[src/hw/rtl/catcp_pkg.sv]
// shared types and constants of the concatenation copy address generator
package catcp_pkg;

  localparam int IDX_W     = 32;
  localparam int MAX_DIMS  = 4;
  localparam int CFG_IDX_W = 3;

  typedef enum logic [CFG_IDX_W-1:0] {
    REG_OUT_SIZE_1   = 3'd0,
    REG_OUT_SIZE_2   = 3'd1,
    REG_OUT_SIZE_3   = 3'd2,
    REG_OUT_STRIDE_0 = 3'd3,
    REG_OUT_STRIDE_1 = 3'd4,
    REG_OUT_STRIDE_2 = 3'd5,
    REG_OUT_STRIDE_3 = 3'd6,
    REG_CONCAT_DIM   = 3'd7
  } reg_idx_t;

  // size[k] holds the output size of dimension k+1
  typedef struct packed {
    logic [MAX_DIMS-2:0][IDX_W-1:0] size;
    logic [MAX_DIMS-1:0][IDX_W-1:0] ostr;
    logic [1:0]                     cdim;
  } cfg_t;

  // num is the value still to be split, rem/quo/den the running division
  typedef struct packed {
    logic [IDX_W-1:0]               idx;
    logic [IDX_W-1:0]               off;
    logic [IDX_W-1:0]               ext;
    logic                           contig;
    logic [MAX_DIMS-1:0][IDX_W-1:0] sstr;
    logic [MAX_DIMS-1:0][IDX_W-1:0] dig;
    logic [IDX_W-1:0]               num;
    logic [IDX_W-1:0]               rem;
    logic [IDX_W-1:0]               quo;
    logic [IDX_W-1:0]               den;
  } pkt_t;

endpackage

[src/hw/rtl/catcp_div_step.sv]
// one restoring division step, one quotient bit per stage
module catcp_div_step #(
  parameter int BIT = 0
) (
  input  logic              clk,
  input  logic              rst_n,
  input  logic              en,
  input  logic              in_valid,
  input  catcp_pkg::pkt_t   in_pkt,
  output logic              out_valid,
  output catcp_pkg::pkt_t   out_pkt
);

  logic [catcp_pkg::IDX_W:0]   trial;
  logic [catcp_pkg::IDX_W:0]   diff;
  logic                        ge;
  catcp_pkg::pkt_t             pkt_nxt;
  logic                        valid_r;
  catcp_pkg::pkt_t             pkt_r;

  always_comb begin
    trial   = {in_pkt.rem, in_pkt.num[BIT]};
    diff    = trial - {1'b0, in_pkt.den};
    ge      = trial >= {1'b0, in_pkt.den};
    pkt_nxt = in_pkt;
    pkt_nxt.rem = ge ? diff[catcp_pkg::IDX_W-1:0] : trial[catcp_pkg::IDX_W-1:0];
    pkt_nxt.quo = {in_pkt.quo[catcp_pkg::IDX_W-2:0], ge};
  end

  always_ff @(posedge clk) begin
    if (!rst_n) begin
      valid_r <= 1'b0;
    end else if (en) begin
      valid_r <= in_valid;
    end
  end

  always_ff @(posedge clk) begin
    if (en) begin
      pkt_r <= pkt_nxt;
    end
  end

  assign out_valid = valid_r;
  assign out_pkt   = pkt_r;

endmodule

[config.mk]
export PLATFORM = sky130hd
export DESIGN_NAME = catcp_div_step
export DESIGN_NICKNAME = d
export VERILOG_FILES = /design/src/hw/rtl/catcp_pkg.sv /design/src/hw/rtl/catcp_div_step.sv
export SDC_FILE = /design/constraint.sdc
export NUM_CORES = 1
export LEC_CHECK = 0
export BUFFER_PORTS_ARGS = -buffer_cell sky130_fd_sc_hd__buf_2
export CAP_MARGIN = 20
export CORE_AREA = 2 2 372 374
export CTS_CLUSTER_SIZE = 8
export DETAILED_ROUTE_END_ITERATION = 7
export DIE_AREA = 0 0 374 376
export PLACE_DENSITY = 0.35
export REMOVE_ABC_BUFFERS = 1
export SLEW_MARGIN = 20
export SYNTH_ARGS = -nofsm -noshare
export SYNTH_HDL_FRONTEND = slang
export SYNTH_SLANG_ARGS = --single-unit
[constraint.sdc]
create_clock -name clk -period 8.8 [get_ports clk]
set_input_delay 0.88 -clock clk [delete_from_list [all_inputs] [get_ports clk]]
set_output_delay 0.88 -clock clk [all_outputs]
set_load 0.01 [all_outputs]
## Word-level counts from Yosys, hierarchy flattened

Cells that the tools add are included.

| cells by class | value |
|---|---|
| mux-type cells | 1 |
| $add $sub $neg | 1 |
| $lt $le $gt $ge | 1 |

Operators with widths:

| operator | count |
|---|---|
| >= comparator 33 x 32 -> 1 bit | 1 |
| 2-to-1 mux 32 bit | 1 |
| subtractor 32 bit | 1 |

| word-level totals | value |
|---|---|
| word-level logic and storage cells | 20 |
| bits of input ports | 485 |
| output and inout port bits | 482 |
| register bits | 482 |

## Logic depth before layout (Yosys ltp)

| depth | value |
|---|---|
| depth after elaboration | 2 |
| depth in mapped cells | 13 |
| gate-level depth less buffers | 12 |

## Least setup slack after synthesis

Ideal clock, no wire load.

| path | value |
|---|---|
| kind | input -> register |
| from | input in_pkt[7] in the netlist's numbering |
| to | register pkt_r (netlist bit out_pkt[77]) (data pin) |
| buffers on the path | 2 |
| path slack | 5.145 ns |
| data required time | 8.538 ns |
| cell stages on the path | 12 |
| arrival time | 3.393 ns |
| setup time | 0.262 ns |
| cell sequence | inv_1 -> ha_1 -> buf_2 -> nand4_1 -> or4_1 -> a21oi_1 -> nor3_1 -> a211oi_2 -> o21ai_2 -> o31ai_4 -> buf_4 -> mux2_1 |

RTL lines:

| what | line | text |
|---|---|---|
| from (decl) | catcp_div_step.sv:9 | `input catcp_pkg::pkt_t in_pkt,` |
| to (signal assigned) | catcp_div_step.sv:40 | `pkt_r <= pkt_nxt;` |
| to (decl) | catcp_div_step.sv:19 | `catcp_pkg::pkt_t pkt_r;` |

==> flow_metrics.env <==
export IMPL_part_of_the_power_in_combinational_logic=0.115
export IMPL_yosysUniqueCellTypes=48
export IMPL_grt_use_total=0.109
export IMPL_timing_critical_path_slowest_stage_cell="sky130_fd_sc_hd__buf_4"
export IMPL_post_dp_hpwl_um=64500
export IMPL_number_of_buffers_and_inverters_on_the_critical_path=3
export IMPL_start_util=0.122
export IMPL_critical_path_reg2reg_startpoint="out_valid"
export IMPL_yosys_warnings=0
export IMPL_synth_async_reset_ratio=0
export IMPL_setup_worst_path_end="out_pkt[71]"
export IMPL_outcome="completed"
export IMPL_required_ns=9.18
export IMPL_tns_ns=0
export IMPL_detail_route_wirelength_um=79900
export IMPL_worst_r2r_cell_count=2
export IMPL_timing_critical_path_max_delay_family="simple AND/OR/NAND/NOR gates"
export IMPL_number_of_clock_buffers_inserted_by_tritoncts=74
export IMPL_yosys_area_share_xor_xnor=0.0142
export IMPL_power_share_sequential=0.453
export IMPL_final_common_cell="sky130_fd_sc_hd__buf_2"
export IMPL_rsz0062_at_grt="no"
export IMPL_final_antenna_net_count=0
export IMPL_die_height_um=376
export IMPL_worst_path_stages=12
export IMPL_synth_seq_cells=482
export IMPL_finalHoldViolations=0
export IMPL_endpoint_kind="register"
export IMPL_drtIter0Drc=613
export IMPL_layout_drive_gt1_share=0.566
export IMPL_routed_via_density=3.23
export IMPL_global_route_overflow_total=0
export IMPL_power_ir_vdd_worst_mv=0.129
export IMPL_antenna_violations_before_repair=50
export IMPL_cp_max_fo=54
export IMPL_synth_edff_count=481
export IMPL_gp_routability_congestion=0.831
export IMPL_numPortBuffers=965
export IMPL_cts_root_to_sink_buffers=3
export IMPL_synth_area_mm2=0.0167
export IMPL_die_width_um=374
export IMPL_cts_setup_buffers=0
export IMPL_ys_dominant_reg_cell="sky130_fd_sc_hd__edfxtp_1"
export IMPL_grt_start_max_net_pins=145
export IMPL_library_cell_used_as_clock_root_buffer="sky130_fd_sc_hd__clkbuf_16"
export IMPL_worstPathArrival_ns=4.34
export IMPL_number_of_global_route_vias_before_repair=12700
export IMPL_finalCritPeriodShare=0.450
export IMPL_core_area_mm2=0.137
export IMPL_clockPowerShare=0.433
export IMPL_crit_chain="buf_2 > inv_1 > ha_1 > nand4_1 > or4_1 > a21oi_1 > nor3_1 > a211oi_2 > o21ai_2 > o31ai_4 > buf_4 > mux2_2"
export IMPL_synth_compound_area_frac=0.0441
export IMPL_clock_transition_at_path_regs_ns=0.05
export IMPL_worstSkewPairLatency_ns=0.65
export IMPL_cp_startpoint="in_pkt[15]"
export IMPL_fp_row_count=136
export IMPL_yosys_mux_area_fraction=0.00855
export IMPL_cts_repair_resized=0
export IMPL_drt_pass1_iterations=5
export IMPL_final_core_utilization=0.190
export IMPL_crit_path_max_incr_delay_ns=0.56
export IMPL_drt_wirelength_per_cell_um=21.7
export IMPL_power_density_mw_per_mm2=240
export IMPL_maxClockFrequency_mhz=253
export IMPL_h_tree_depth=3
export IMPL_switchingPower_mw=1.59
export IMPL_cts_hold_fix_buffers=0
export IMPL_leakage_nw=10.6
export IMPL_finish_net_count=2373
export IMPL_reg2reg_to="out_valid"
export IMPL_setup_worst_path_start_class="primary input"
export IMPL_synth_top_family_by_area="compound AO/OA/AOI/OAI gates"
export IMPL_synth_fa_ha_area_frac=0.0252
export IMPL_synthSimpleGateAreaFrac=0.0275
export IMPL_most_common_layout_cells="964 x sky130_fd_sc_hd__buf_2, 481 x sky130_fd_sc_hd__edfxtp_1, 74 x sky130_fd_sc_hd__clkbuf_16"
export IMPL_drt_drc_violations_left=0
export IMPL_sw_frac_of_total=0.256
export IMPL_fin_worst_skew_ns=0
export IMPL_setup_viol=0
export IMPL_clock_sink_count=482
export IMPL_worstMarginPinSlew_ns=0.995
export IMPL_netlist_instances=827
export IMPL_area_growth_synth_to_final_pct=55.3
export IMPL_top_level_ports=967
export IMPL_yosysSeqAreaShare=0.867
export IMPL_dieArea_mm2=0.141
export IMPL_min_delay_path_class="in2reg"
export IMPL_maxCapViolations=0
export IMPL_intPower_mw=4.62
export IMPL_max_slew_margin_rel=0.337
export IMPL_min_period_ns=3.96
export IMPL_critical_path_class="in2reg"
export IMPL_cts_tree="yes"
export IMPL_first_pass_grt_wire_length_um=106000
export IMPL_maxSlewViolCount=0
export IMPL_rrSetupSlack_ns=8.21
export IMPL_syn_area_per_cell_um2=20.2
export IMPL_via_count=11900
synth_stat cells, types with 4 or more instances:
cell type                  instances  area share
sky130_fd_sc_hd__o21ai_0          16      0.0048
sky130_fd_sc_hd__o211ai_1          4      0.0018
sky130_fd_sc_hd__nand4_1           7      0.0026
sky130_fd_sc_hd__xnor2_1          16      0.0084
sky130_fd_sc_hd__nor4_1            4      0.0015
sky130_fd_sc_hd__clkbuf_1          5      0.0011
sky130_fd_sc_hd__nand2_1          27      0.0061
sky130_fd_sc_hd__inv_1            38      0.0085
sky130_fd_sc_hd__a21oi_1          54       0.016
sky130_fd_sc_hd__o21a_1            6      0.0027
sky130_fd_sc_hd__xor2_1           11      0.0058
sky130_fd_sc_hd__nor2_1           36      0.0081
sky130_fd_sc_hd__a21o_1           12      0.0054
sky130_fd_sc_hd__mux2_2            6      0.0040
sky130_fd_sc_hd__ha_1             32       0.024
sky130_fd_sc_hd__a31oi_1           5      0.0019
sky130_fd_sc_hd__mux2_1            4      0.0027
sky130_fd_sc_hd__nand2b_1          4      0.0015
sky130_fd_sc_hd__buf_2             8      0.0024
sky130_fd_sc_hd__edfxtp_1        481        0.87
sky130_fd_sc_hd__nand3_1           8      0.0024
logic make-up after synthesis:
family / count (synthesis)
DFF: 482
AOI/OAI and AO/OA: 118
and+or+nand+nor: 99
buffers and inverters: 55
adders and majority gates: 33
xor gates and xnor gates: 27
muxes: 13
how the worst min path moves through the flow:
stage | from | endpoint | slack [ns] | depth (start not counted)
after floorplan | out_valid | out_valid | 0.54 | 2
after CTS | in_pkt[61] | out_pkt[62] | 0.30 | 1
after detailed placement | out_valid | out_valid | 0.51 | 2
after global placement | out_valid | out_valid | 0.51 | 2
final | in_pkt[329] | out_pkt[329] | 0.39 | 1
after global routing | in_pkt[177] | out_pkt[177] | 0.32 | 1
worst register-to-register path: cells and delay by family, from the launching register on:
| family | cells | cell delay (ns) |
|---|---|---|
| simple gates | 1 | 0.06 |
| flops | 1 | 0.31 |
| mux | 1 | 0.12 |
registers in the layout (all words and copies together) (netlist names):
| register | flops |
|---|---|
| out_pkt | 481 |
| out_valid | 1 |
cell type report:
class / count / area [um^2]
multi-input combinational: 290 / 1990
tap: 1794 / 2240
clock inverter: 14 / 218
fill: 14900 / 111000
inverter: 38 / 143
clock buffer: 92 / 1920
timing repair buffer: 969 / 4910
antenna: 9 / 22.5
sequential: 482 / 14500
routing by layer:
layer / global-route usage / routed length [um] / up-vias
li1: - / - / 5275
met1: 0.119 / 29200 / 5894
met2: 0.189 / 40600 / 579
met3: 0.0513 / 8280 / 118
met4: 0.0266 / 1560 / 34
met5: 0 / 199 / -
power groups by stage:
stage | logic [mW] | clock network, mW | registers [mW]
final | 0.713 | 2.69 | 2.81
after global routing | 0.775 | 2.89 | 2.83
after CTS | 0.741 | 2.82 | 2.81
after detailed placement | 0.737 | 0 | 2.85
after global placement | 0.736 | 0 | 2.85
after floorplan | 0.139 | 0 | 2.96
stage by stage:
step	instance area [um^2]	hold WS (ns)	setup WS (ns)	instances	power, mW
after floorplan	16600	0.538	4.50	810	3.09
after global placement	23800	0.510	4.07	3573	3.59
after detailed placement	23800	0.509	4.09	3573	3.59
after CTS	25900	0.299	4.84	3679	6.38
after global routing	25900	0.324	4.66	3681	6.49
final	25900	0.393	4.84	3688	6.21
No activity file was read; power rests on OpenSTA's default activity.
